**config.mk**
```make
export PLATFORM = sky130hd
export DESIGN_NAME = file_list_record_parser
export DESIGN_NICKNAME = d
export VERILOG_FILES = /design/src/sv/flrp_pkg.sv /design/src/sv/flrp_core.sv /design/src/sv/flrp_outq.sv /design/src/sv/file_list_record_parser.sv
export SDC_FILE = /design/constraint.sdc
export NUM_CORES = 2
export LEC_CHECK = 0
export ABC_AREA = 1
export BUFFER_PORTS_ARGS = -buffer_cell sky130_fd_sc_hd__buf_2
export CAP_MARGIN = 0
export CORE_MARGIN = 4
export CORE_UTILIZATION = 50
export DETAILED_ROUTE_END_ITERATION = 8
export HOLD_SLACK_MARGIN = 0.08
export MAX_ROUTING_LAYER = met4
export PLACE_DENSITY = 0.67
export SYNTH_ARGS = -nofsm -noshare
export SYNTH_HDL_FRONTEND = slang
export SYNTH_HIERARCHICAL = 1
export SYNTH_SLANG_ARGS = --single-unit
export TNS_END_PERCENT = 30
```
**constraint.sdc**
```tcl
create_clock -name clk -period 35.5 [get_ports clk]
set_clock_uncertainty 0.05 [all_clocks]
set_input_delay 0 -clock clk [delete_from_list [all_inputs] [get_ports clk]]
set_output_delay 0 -clock clk [all_outputs]
set_load 0.02 [all_outputs]
```
**src/sv/flrp_pkg.sv**
```systemverilog
// Shared types and constants for the file list record parser.
// Depends on nothing; imported by every module of the parser.
package flrp_pkg;

  // Width of the size and time fields on the result word.
  localparam int FIELD_W = 63;
  // Default width of the decimal accumulators.
  localparam int NUMBER_BITS_DEF = 63;
  // Depth of the result queue.
  localparam int OQ_DEPTH = 4;

  // Characters that steer the parse.
  localparam logic [7:0] CH_F       = 8'h66;
  localparam logic [7:0] CH_D       = 8'h64;
  localparam logic [7:0] CH_U       = 8'h75;
  localparam logic [7:0] CH_HASH    = 8'h23;
  localparam logic [7:0] CH_NL      = 8'h0a;
  localparam logic [7:0] CH_QUOTE   = 8'h22;
  localparam logic [7:0] CH_BSLASH  = 8'h5c;
  localparam logic [7:0] CH_DOT     = 8'h2e;
  localparam logic [7:0] CH_SPACE   = 8'h20;
  localparam logic [7:0] CH_ZERO    = 8'h30;
  localparam logic [7:0] CH_NINE    = 8'h39;

  // Kind of a result word.
  typedef enum logic [1:0] {
    KIND_NAME  = 2'd0,
    KIND_EXTRA = 2'd1,
    KIND_REC   = 2'd2,
    KIND_ERR   = 2'd3
  } kind_t;

  // One result word.
  typedef struct packed {
    kind_t              kind;
    logic [7:0]         data_byte;
    logic               is_dir;
    logic               is_up;
    logic [FIELD_W-1:0] file_size;
    logic [FIELD_W-1:0] mod_time;
    logic               last;
  } res_t;

  // Results of one parse step: how many are valid, and the words themselves.
  typedef struct packed {
    logic [1:0] count;
    res_t       r0;
    res_t       r1;
  } step_out_t;

endpackage

```
**src/sv/flrp_core.sv**
```systemverilog
// Parse state and the combinational step for one input byte.
// Depends on flrp_pkg for result types and character constants.
module flrp_core #(
  parameter int NUMBER_BITS = flrp_pkg::NUMBER_BITS_DEF
) (
  input  logic                clk,
  input  logic                rst,
  input  logic                step,
  input  logic [7:0]          in_byte,
  output flrp_pkg::step_out_t step_out
);
  import flrp_pkg::*;

  typedef enum logic [3:0] {
    PH_TYPE     = 4'd0,
    PH_TYPE_END = 4'd1,
    PH_OPEN     = 4'd2,
    PH_NAME     = 4'd3,
    PH_ESCAPE   = 4'd4,
    PH_SIZE     = 4'd5,
    PH_TIME     = 4'd6,
    PH_EXTRA    = 4'd7
  } phase_t;

  phase_t                 phase, phase_next;
  logic                   dir_flag, dir_flag_next;
  logic                   quote_pending, quote_pending_next;
  logic [1:0]             name_length, name_length_next;
  logic                   name_all_dots, name_all_dots_next;
  logic [NUMBER_BITS-1:0] number_accum, number_accum_next;
  logic                   number_stopped, number_stopped_next;
  logic [NUMBER_BITS-1:0] size_value, size_value_next;

  logic                   is_digit;
  logic [NUMBER_BITS+3:0] scaled;
  logic [NUMBER_BITS-1:0] fed_value;
  logic                   up_now;
  logic [1:0]             count;
  res_t                   r0, r1;

  function automatic logic [1:0] len_inc(input logic [1:0] l);
    return (l == 2'd3) ? l : l + 2'd1;
  endfunction

  function automatic res_t mk(input kind_t k, input logic [7:0] d, input logic dir,
                              input logic up, input logic [FIELD_W-1:0] s,
                              input logic [FIELD_W-1:0] t);
    res_t r;
    r.kind      = k;
    r.data_byte = d;
    r.is_dir    = dir;
    r.is_up     = up;
    r.file_size = s;
    r.mod_time  = t;
    r.last      = 1'b0;
    return r;
  endfunction

  // Decimal accumulate: acc * 10 + digit, saturating at the all-ones value.
  assign is_digit  = (in_byte >= CH_ZERO) && (in_byte <= CH_NINE);
  assign scaled    = ({4'b0, number_accum} << 3) + ({4'b0, number_accum} << 1)
                   + (NUMBER_BITS+4)'(in_byte[3:0]);
  assign fed_value = (|scaled[NUMBER_BITS+3:NUMBER_BITS]) ? '1 : scaled[NUMBER_BITS-1:0];

  // Parent-directory test on the name seen so far.
  assign up_now = dir_flag && (name_length == 2'd2) && name_all_dots;

  // Next state and the results of this byte.
  always_comb begin
    phase_next          = phase;
    dir_flag_next       = dir_flag;
    quote_pending_next  = quote_pending;
    name_length_next    = name_length;
    name_all_dots_next  = name_all_dots;
    number_accum_next   = number_accum;
    number_stopped_next = number_stopped;
    size_value_next     = size_value;
    count               = 2'd0;
    r0                  = mk(KIND_NAME, 8'd0, 1'b0, 1'b0, '0, '0);
    r1                  = mk(KIND_NAME, 8'd0, 1'b0, 1'b0, '0, '0);

    unique case (phase)
      PH_TYPE_END: begin
        if (in_byte == CH_NL) begin
          count      = 2'd1;
          r0         = mk(KIND_REC, 8'd0, 1'b1, 1'b1, '0, '0);
          phase_next = PH_TYPE;
        end else begin
          count = 2'd1;
          r0    = mk(KIND_ERR, in_byte, 1'b0, 1'b0, '0, '0);
        end
      end
      PH_OPEN: begin
        name_length_next   = 2'd0;
        name_all_dots_next = 1'b1;
        quote_pending_next = 1'b0;
        phase_next         = PH_NAME;
      end
      PH_NAME: begin
        if (quote_pending) begin
          quote_pending_next = 1'b0;
          if (in_byte == CH_QUOTE) begin
            // Doubled quote: both bytes belong to the name.
            count              = 2'd2;
            r0                 = mk(KIND_NAME, CH_QUOTE, 1'b0, 1'b0, '0, '0);
            r1                 = r0;
            name_all_dots_next = 1'b0;
            name_length_next   = len_inc(len_inc(name_length));
          end else if (up_now) begin
            size_value_next     = '0;
            number_accum_next   = '0;
            number_stopped_next = 1'b0;
            if (in_byte == CH_NL) begin
              count      = 2'd1;
              r0         = mk(KIND_REC, 8'd0, 1'b1, 1'b1, '0, '0);
              phase_next = PH_TYPE;
            end else begin
              phase_next = PH_EXTRA;
            end
          end else if (dir_flag && (in_byte == CH_NL)) begin
            size_value_next     = '0;
            number_accum_next   = '0;
            number_stopped_next = 1'b0;
            count               = 2'd1;
            r0                  = mk(KIND_REC, 8'd0, 1'b1, 1'b0, '0, '0);
            phase_next          = PH_TYPE;
          end else begin
            number_accum_next   = '0;
            number_stopped_next = 1'b0;
            phase_next          = PH_SIZE;
          end
        end else if (in_byte == CH_QUOTE) begin
          quote_pending_next = 1'b1;
        end else if (in_byte == CH_BSLASH) begin
          phase_next = PH_ESCAPE;
        end else begin
          count              = 2'd1;
          r0                 = mk(KIND_NAME, in_byte, 1'b0, 1'b0, '0, '0);
          name_all_dots_next = name_all_dots && (in_byte == CH_DOT);
          name_length_next   = len_inc(name_length);
        end
      end
      PH_ESCAPE: begin
        // An escape of a quote or backslash keeps only the second byte.
        if ((in_byte != CH_QUOTE) && (in_byte != CH_BSLASH)) begin
          count              = 2'd2;
          r0                 = mk(KIND_NAME, CH_BSLASH, 1'b0, 1'b0, '0, '0);
          r1                 = mk(KIND_NAME, in_byte, 1'b0, 1'b0, '0, '0);
          name_all_dots_next = 1'b0;
          name_length_next   = len_inc(len_inc(name_length));
        end else begin
          count              = 2'd1;
          r0                 = mk(KIND_NAME, in_byte, 1'b0, 1'b0, '0, '0);
          name_all_dots_next = 1'b0;
          name_length_next   = len_inc(name_length);
        end
        phase_next = PH_NAME;
      end
      PH_SIZE: begin
        if (in_byte == CH_SPACE) begin
          size_value_next     = number_accum;
          number_accum_next   = '0;
          number_stopped_next = 1'b0;
          phase_next          = PH_TIME;
        end else if (!number_stopped) begin
          if (is_digit) number_accum_next = fed_value;
          else number_stopped_next = 1'b1;
        end
      end
      PH_TIME: begin
        if (in_byte == CH_NL) begin
          count      = 2'd1;
          r0         = mk(KIND_REC, 8'd0, dir_flag, up_now, FIELD_W'(size_value),
                          FIELD_W'(number_accum));
          phase_next = PH_TYPE;
        end else if (in_byte == CH_HASH) begin
          phase_next = PH_EXTRA;
        end else if (!number_stopped) begin
          if (is_digit) number_accum_next = fed_value;
          else number_stopped_next = 1'b1;
        end
      end
      PH_EXTRA: begin
        if (in_byte == CH_NL) begin
          count      = 2'd1;
          r0         = mk(KIND_REC, 8'd0, dir_flag, up_now, FIELD_W'(size_value),
                          FIELD_W'(number_accum));
          phase_next = PH_TYPE;
        end else begin
          count = 2'd1;
          r0    = mk(KIND_EXTRA, in_byte, 1'b0, 1'b0, '0, '0);
        end
      end
      default: begin
        // Expect a type letter; unused codes land here as well.
        phase_next = PH_TYPE;
        if (in_byte == CH_F) begin
          dir_flag_next = 1'b0;
          phase_next    = PH_OPEN;
        end else if (in_byte == CH_D) begin
          dir_flag_next = 1'b1;
          phase_next    = PH_OPEN;
        end else if (in_byte == CH_U) begin
          dir_flag_next       = 1'b1;
          name_length_next    = 2'd2;
          name_all_dots_next  = 1'b1;
          size_value_next     = '0;
          number_accum_next   = '0;
          number_stopped_next = 1'b0;
          phase_next          = PH_TYPE_END;
        end else begin
          count = 2'd1;
          r0    = mk(KIND_ERR, in_byte, 1'b0, 1'b0, '0, '0);
        end
      end
    endcase

    // Mark the final result of this byte.
    r0.last = (count == 2'd1);
    r1.last = (count == 2'd2);
  end

  assign step_out.count = step ? count : 2'd0;
  assign step_out.r0    = r0;
  assign step_out.r1    = r1;

  // Parse state registers.
  always_ff @(posedge clk) begin
    if (rst) begin
      phase          <= PH_TYPE;
      dir_flag       <= 1'b0;
      quote_pending  <= 1'b0;
      name_length    <= 2'd0;
      name_all_dots  <= 1'b1;
      number_accum   <= '0;
      number_stopped <= 1'b0;
      size_value     <= '0;
    end else if (step) begin
      phase          <= phase_next;
      dir_flag       <= dir_flag_next;
      quote_pending  <= quote_pending_next;
      name_length    <= name_length_next;
      name_all_dots  <= name_all_dots_next;
      number_accum   <= number_accum_next;
      number_stopped <= number_stopped_next;
      size_value     <= size_value_next;
    end
  end

endmodule

```
**src/sv/flrp_outq.sv**
```systemverilog
// Result queue: takes up to two result words a cycle, hands out one a cycle while out_ready is high.
// Depends on flrp_pkg for the result word type and queue depth.
module flrp_outq (
  input  logic                clk,
  input  logic                rst,
  input  flrp_pkg::step_out_t push,
  output logic                space_ok,
  output logic                out_valid,
  input  logic                out_ready,
  output flrp_pkg::res_t      head_word
);
  import flrp_pkg::*;

  localparam int PW = $clog2(OQ_DEPTH);

  res_t          words [OQ_DEPTH];
  logic [PW-1:0] head, tail;
  logic [PW:0]   count;
  logic          pop;

  assign pop       = out_valid && out_ready;
  assign out_valid = (count != '0);
  assign space_ok  = (count <= (PW+1)'(OQ_DEPTH - 2));
  assign head_word = words[head];

  // Storage: the second word of a pair goes one slot after the first.
  always_ff @(posedge clk) begin
    if (push.count != 2'd0) words[tail] <= push.r0;
    if (push.count == 2'd2) words[tail + PW'(1)] <= push.r1;
  end

  // Pointers and fill level.
  always_ff @(posedge clk) begin
    if (rst) begin
      head  <= '0;
      tail  <= '0;
      count <= '0;
    end else begin
      tail  <= tail + PW'(push.count);
      head  <= head + PW'(pop);
      count <= count + (PW+1)'(push.count) - (PW+1)'(pop);
    end
  end

endmodule

```
**src/sv/file_list_record_parser.sv**
```systemverilog
// Top level of the file list record parser: parse step plus result queue.
// Output: a result word is registered in the result queue and offered at the output from there.
// Throughput: one byte per cycle while in_ready is high; a byte can yield two name
// words, and the four-word result queue drops in_ready when fewer than two are free.
// Reset: synchronous; the parser waits for a type letter and the queue is empty.
// Depends on flrp_pkg, flrp_core and flrp_outq.
module file_list_record_parser #(
  parameter int NUMBER_BITS = flrp_pkg::NUMBER_BITS_DEF
) (
  input  logic                         clk,
  input  logic                         rst,
  input  logic                         in_valid,
  output logic                         in_ready,
  input  logic [7:0]                   in_byte,
  output logic                         out_valid,
  input  logic                         out_ready,
  output logic [1:0]                   kind,
  output logic [7:0]                   data_byte,
  output logic                         is_dir,
  output logic                         is_up,
  output logic [flrp_pkg::FIELD_W-1:0] file_size,
  output logic [flrp_pkg::FIELD_W-1:0] mod_time,
  output logic                         last
);
  import flrp_pkg::*;

  logic      step;
  step_out_t step_out;
  res_t      head_word;

  assign step = in_valid && in_ready;

  // Parse step on each accepted byte.
  flrp_core #(
    .NUMBER_BITS(NUMBER_BITS)
  ) u_core (
    .clk      (clk),
    .rst      (rst),
    .step     (step),
    .in_byte  (in_byte),
    .step_out (step_out)
  );

  // Queue of result words toward the output.
  flrp_outq u_outq (
    .clk       (clk),
    .rst       (rst),
    .push      (step_out),
    .space_ok  (in_ready),
    .out_valid (out_valid),
    .out_ready (out_ready),
    .head_word (head_word)
  );

  assign kind      = head_word.kind;
  assign data_byte = head_word.data_byte;
  assign is_dir    = head_word.is_dir;
  assign is_up     = head_word.is_up;
  assign file_size = head_word.file_size;
  assign mod_time  = head_word.mod_time;
  assign last      = head_word.last;

  // A byte that produced results must show a word at the output next cycle.
  a_result_shows: assert property (@(posedge clk) disable iff (rst)
    (step_out.count != 2'd0) |=> out_valid)
    else $error("result produced but output not valid");

  // Only name bytes come in pairs.
  a_pair_is_name: assert property (@(posedge clk) disable iff (rst)
    (step_out.count == 2'd2) |-> (step_out.r0.kind == KIND_NAME &&
                                  step_out.r1.kind == KIND_NAME))
    else $error("two results of a non-name kind");

  // Backpressure on input only while words wait at the output.
  a_stall_has_cause: assert property (@(posedge clk) disable iff (rst)
    !in_ready |-> out_valid)
    else $error("input stalled with empty queue");

  // A record result is always the last word of its byte.
  a_record_last: assert property (@(posedge clk) disable iff (rst)
    (out_valid && kind == KIND_REC) |-> last)
    else $error("record result not marked last");

endmodule

```
; Word-level counts from Yosys, hierarchy flattened
; Memories as Yosys holds them, arrays and structs flattened. A register that Yosys moved wholly into a read port is not among the register bits.
; Cells that the tools add are included.
[op_classes]
add_sub_neg = 9
n_lt_le_gt_ge = 3
n_eq_ne = 42
n_mux = 105
bitwise_logic = 4
n_reduce_logical = 29
[ops]
columns = operator, count
row1 = two-way mux 139 bit, 12
row2 = two-way mux 63 bit, 16
row3 = one-hot mux 139 bit (6 select lines), 1
row4 = two-way mux 137 bit, 3
row5 = one-hot mux 139 bit (2 select lines), 1
row6 = one-hot mux 63 bit (4 select lines), 1
row7 = one-hot mux 63 bit (3 select lines), 1
row8 = two-way mux 138 bit, 1
row9 = two-way mux 135 bit, 1
row10 = adder 66 x 64 -> 67 bit, 1
row11 = adder 67 x 4 -> 67 bit, 1
row12 = two-way mux 4 bit, 11
row13 = two-way mux 2 bit, 19
row14 = == test 8 x 6 -> 1 bit (second input constant), 4
row15 = == test 8 x 7 -> 1 bit (second input constant), 4
row16 = two-way mux 1 bit, 30
row17 = one-hot mux 4 bit (5 select lines), 1
row18 = AND reduction 9 bit, 2
row19 = == test 4 x 3 -> 1 bit (second input constant), 4
row20 = inequality test 4 bit (second input constant), 4
row21 = OR reduction 4 bit, 3
row22 = == test 2 bit (second input constant), 5
row23 = one-hot mux 2 bit (5 select lines), 1
row24 = inequality test 3 x 1 -> 1 bit (second input constant), 3
row25 = 34 further kinds, 62
[totals]
reg_bits = 143
ramBits = 556
inputBits = 12
memories = 1
[mem_list]
columns = name, depth, word_bits, rd, rd_ports_with_merged_regs, wr, line
row1 = u_outq.words, 4, 139, 1, 1, 2, flrp_outq.sv:16  ; res_t words [OQ_DEPTH];

; Longest topological paths before layout
[logic_depth]
word_depth = 11
ltp_mapped = 22

; By module
; The synthesis kept the hierarchy.
[modules_own_cells]
columns = module, n_inst, cells_per_inst, area_per_inst_um2, seq_area_each_um2
row1 = flrp_outq, 1, 2780, 27385.0, 16836.1
row2 = flrp_core, 1, 2424, 14277.4, 2702.6
row3 = file_list_record_parser, 1, 2, 7.5, 0.0

; Least setup slack after synthesis
; OpenSTA, ideal clock, no wires.
[synth_timing]
kind = reg-to-reg
startpoint = reg u_core.phase[1]
endpoint = mem u_outq/words[3][0] (netlist name) (enable)
setup_time_ns = 0.841
arrival_time_ns = 12.269
t_required_ns = 34.609
path_slack_ns = 22.340
path_stages_with_launch = 13
n_path_buf = 0
period_less_slack_ns = 13.160
cell_sequence = dfxtp_1 > nand2_1 > nor2_2 > inv_2 > nor2_4 > clkinv_1 > nor2_1 > nand2_1 > a41oi_1 > nand2_1 > inv_1 > nor2_1 > o31ai_1
[synth_rtl]
columns = item, line
row1 = "start, declared", flrp_core.sv:25  ; phase_t phase, phase_next;
row2 = "start signal, assigned", flrp_core.sv:239  ; phase <= phase_next;
row3 = "end, declared", flrp_outq.sv:16

==> impl_metrics.toml <==
[sta]
slew_violations = 0
final.setup.tns_ps = 0
slew_headroom = 0.2354
setup_violations = 0
fin_crit_ps = 5710
max_slew.worst_pin.slew_ps = 1147
hold_ws_ps = 242.3
fmax_mhz = 175.1
rsz0062_at_grt = "no"
hold_viol = 0
finalWorstSetupSlack_ps = 29790
finalCritPeriodShare = 0.1609

[setup_path]
crit_path_end_kind = "flop"
critPathSlowestCell = "buf_4"
crit_end = "u_outq/words[2][90]"
reg2reg_slack_ps = 30010
critPathMaxStageDelay_ps = 880
rr_endpoint = "u_outq/words[2][90]"
critical_path_required_ps = 35900
criticalPathCategory = "primary input to flop"
start_kind = "primary input"
cp_max_fo = 98
r2r_start = "u_core/phase[1]"
cp-startpoint = "in_byte[5]"
arrival_ps = 6110
path_cells = "dlygate4sd3_1, buf_2, inv_2, nor2_1, dlygate4sd3_1, nand2_1, dlygate4sd3_1, nor3_1, nor2_1, inv_1, nor2_1, inv_1, nand2_1, inv_1, a41oi_1, nand2_1, inv_1, nor2_8, nand2_8, buf_4, buf_4, nand2_1, o21ai_2"
ff2ff_path_depth = 16

[detailed_routing]
drt-pass1-iter-count = 6
drc = 0
drtAntennaViolNets = 0
vias = 34860
routed_via_density = 5.512
wire_per_inst_um = 19.01
drt_iter0_markers = 2742
routed_wl_mm = 120.2

[cells_and_area]
layout_commonest_cell = "nand2_1"
layout-drive-gt1-share = 0.08300
stdcell_count = 6324
final_cell_mix = "1278 x nand2_1, 556 x edfxtp_1, 511 x nor2_1, 504 x o21ai_0, 432 x inv_1"
nets = 5336
syn2layout_area_growth_pct = 7.392

[die]
row_count = 105
fp.coreArea_mm2 = 0.08237
chipHeight_um = 296.7
start_util = 0.5059
dieWidth_um = 296.7
pin_count = 153
dieArea_mm2 = 0.08802

[global_route]
overflow = 0
track_usage = 0.2779
grt_max_degree = 179
grt_first_pass_wirelength_mm = 186.4
antenna_found_initial = 1
grt_pass1_vias = 32540

[yosys]
syn_inst = 5206
syn_avg_cell_area_um2 = 8.004
ys.flop_type = "edfxtp_1"
synth_edf_count = 556
seq_area_frac_synth = 0.4689
syn_area_mm2 = 0.04167
yosys_warnings = 6
synth-seq-cells = 698
yosysUniqueCellTypes = 52
ys_async_sr_fraction = 0

[cts]
root_buffer = "clkbuf_16"
cts_buffers = 76
cts_sinks = 698
clkLatencyLatePin_ps = 620
htreeDepth = 3
cts_tree = "done"
clk_path_buf_depth = 3
clk_pin_slew_ps = 60

[placed_design]
dp_slack_ps = 30120
placedCellCount = 6165
io_buffer_count = 152
globalplace.congestion = 0.9914
dp_hpwl_mm = 78.19

[pwr]
powerDensity_mw_per_mm2 = 58.81
peakVddDrop_uv = 47.96
p_leak_nw = 16.72

[worst_hold_path]
hp-class = "primary input to flop"

[run_status]
status = "complete, no violations"

[flow_run]
drv_cap = 0
through the flow:
stage / cell area, um2 / util / power, mW
finish: 44750 / 0.5433 / 2.632
global route: 44750 / 0.5433 / 2.766
CTS: 44750 / 0.5432 / 2.653
detailed placement: 42100 / 0.5111 / 1.874
global placement: 42100 / 0.5111 / 1.868
floorplan: 42150 / - / 1.618
how the worst min path moves through the flow:
| stage | startpoint | endpoint | slack (ps) | depth (start not counted) |
|---|---|---|---|---|
| detailed placement | out_ready | u_outq/head[0] | 280 | 3 |
| global route | out_ready | u_outq/head[1] | 320 | 5 |
| global placement | out_ready | u_outq/head[0] | 280 | 3 |
| CTS | out_ready | u_outq/head[1] | 190 | 5 |
| finish | out_ready | u_outq/head[1] | 240 | 5 |
| floorplan | rst | u_outq/count[0] | 20 | 1 |
Yosys cell counts, types with 4 or more instances:
cell type  number  area [um2]
a21oi_1       280        1401
buf_1          15       56.30
buf_2          91       455.4
buf_4         150        1126
buf_6          39       439.2
clkbuf_1      136       510.5
dfxtp_1       142        2843
edfxtp_1      556       16700
fa_1            4       80.08
ha_1          128        1602
inv_1         434        1629
inv_2          18       67.56
nand2_1      1283        4816
nand2_2         5       31.28
nand3_1       162       810.8
nand3b_1        8       60.06
nand4_1        14       87.58
nor2_1        513        1926
nor2_2          6       37.54
nor2_4          6       67.56
nor3_1         89       445.4
nor4_1          7       43.79
o21ai_0       504        2522
o21ai_1       293        1466
o21ai_2        80       700.7
o21bai_1       16       120.1
o22ai_1       143       894.6
o31ai_1         5       37.54
xnor2_1        33       289.0
xor2_1         12       105.1
registers in the layout, summed over array words and instances, names as in the netlist:
register               count
u_core/dir_flag            1
u_core/name_all_dots       1
u_core/name_length         2
u_core/number_accum       63
u_core/number_stopped      1
u_core/phase               3
u_core/quote_pending       1
u_core/size_value         63
u_outq/count               3
u_outq/head                2
u_outq/tail                2
u_outq/words             556
worst max-delay path: cells and delay by family:
kind | cells | cell delay [ps]
buf+inv | 11 | 3940
simple gates | 10 | 1410
compound gates | 2 | 550
timing repair:
action                                 CTS  global route
buffers inserted                         0             0
endpoints found under the hold margin  106             0
gates resized for setup                  0             0
hold buffers                            19             0
power breakdown:
part | total (mW) | internal [mW] | switching, mW | leakage (nW)
combinational | 0.777 | 0.189 | 0.588 | 8.87
clock | 0.781 | 0.455 | 0.326 | 1.19
sequential | 1.07 | 1.04 | 0.0349 | 6.66
metal layers:
metal	GRT usage	wire length (um)
met1	0.3625	51830
met2	0.4510	57210
met3	0.02927	6672
met4	0.1059	4497
met5	-	0
area by class of cell:
class                      instances  area, um2
fill                            7659      37620
sequential                       698      19550
multi-input combinational       3753      18440
clock buffer                     108       2166
inverter                         453       1710
tap                             1070       1339
timing repair buffer             210       1259
clock inverter                    31      289.0
antenna                            1      2.502
kinds of logic (layout without fill, tap and decap cells):
kind of cell | after synthesis | in the layout | synth area share
AND/OR/NAND/NOR | 2107 | 2107 | 0.2034
flip-flops | 698 | 698 | 0.4689
buffers and inverters | 884 | 802 | 0.1029
other | 1 | 131 | 0.00008999
AO/OA/AOI/OAI | 1339 | 1339 | 0.1749
adder cells (fa/ha/maj) | 132 | 132 | 0.04036
XOR/XNOR | 45 | 45 | 0.009458
Note: power is estimated with default switching activity, not from simulation.
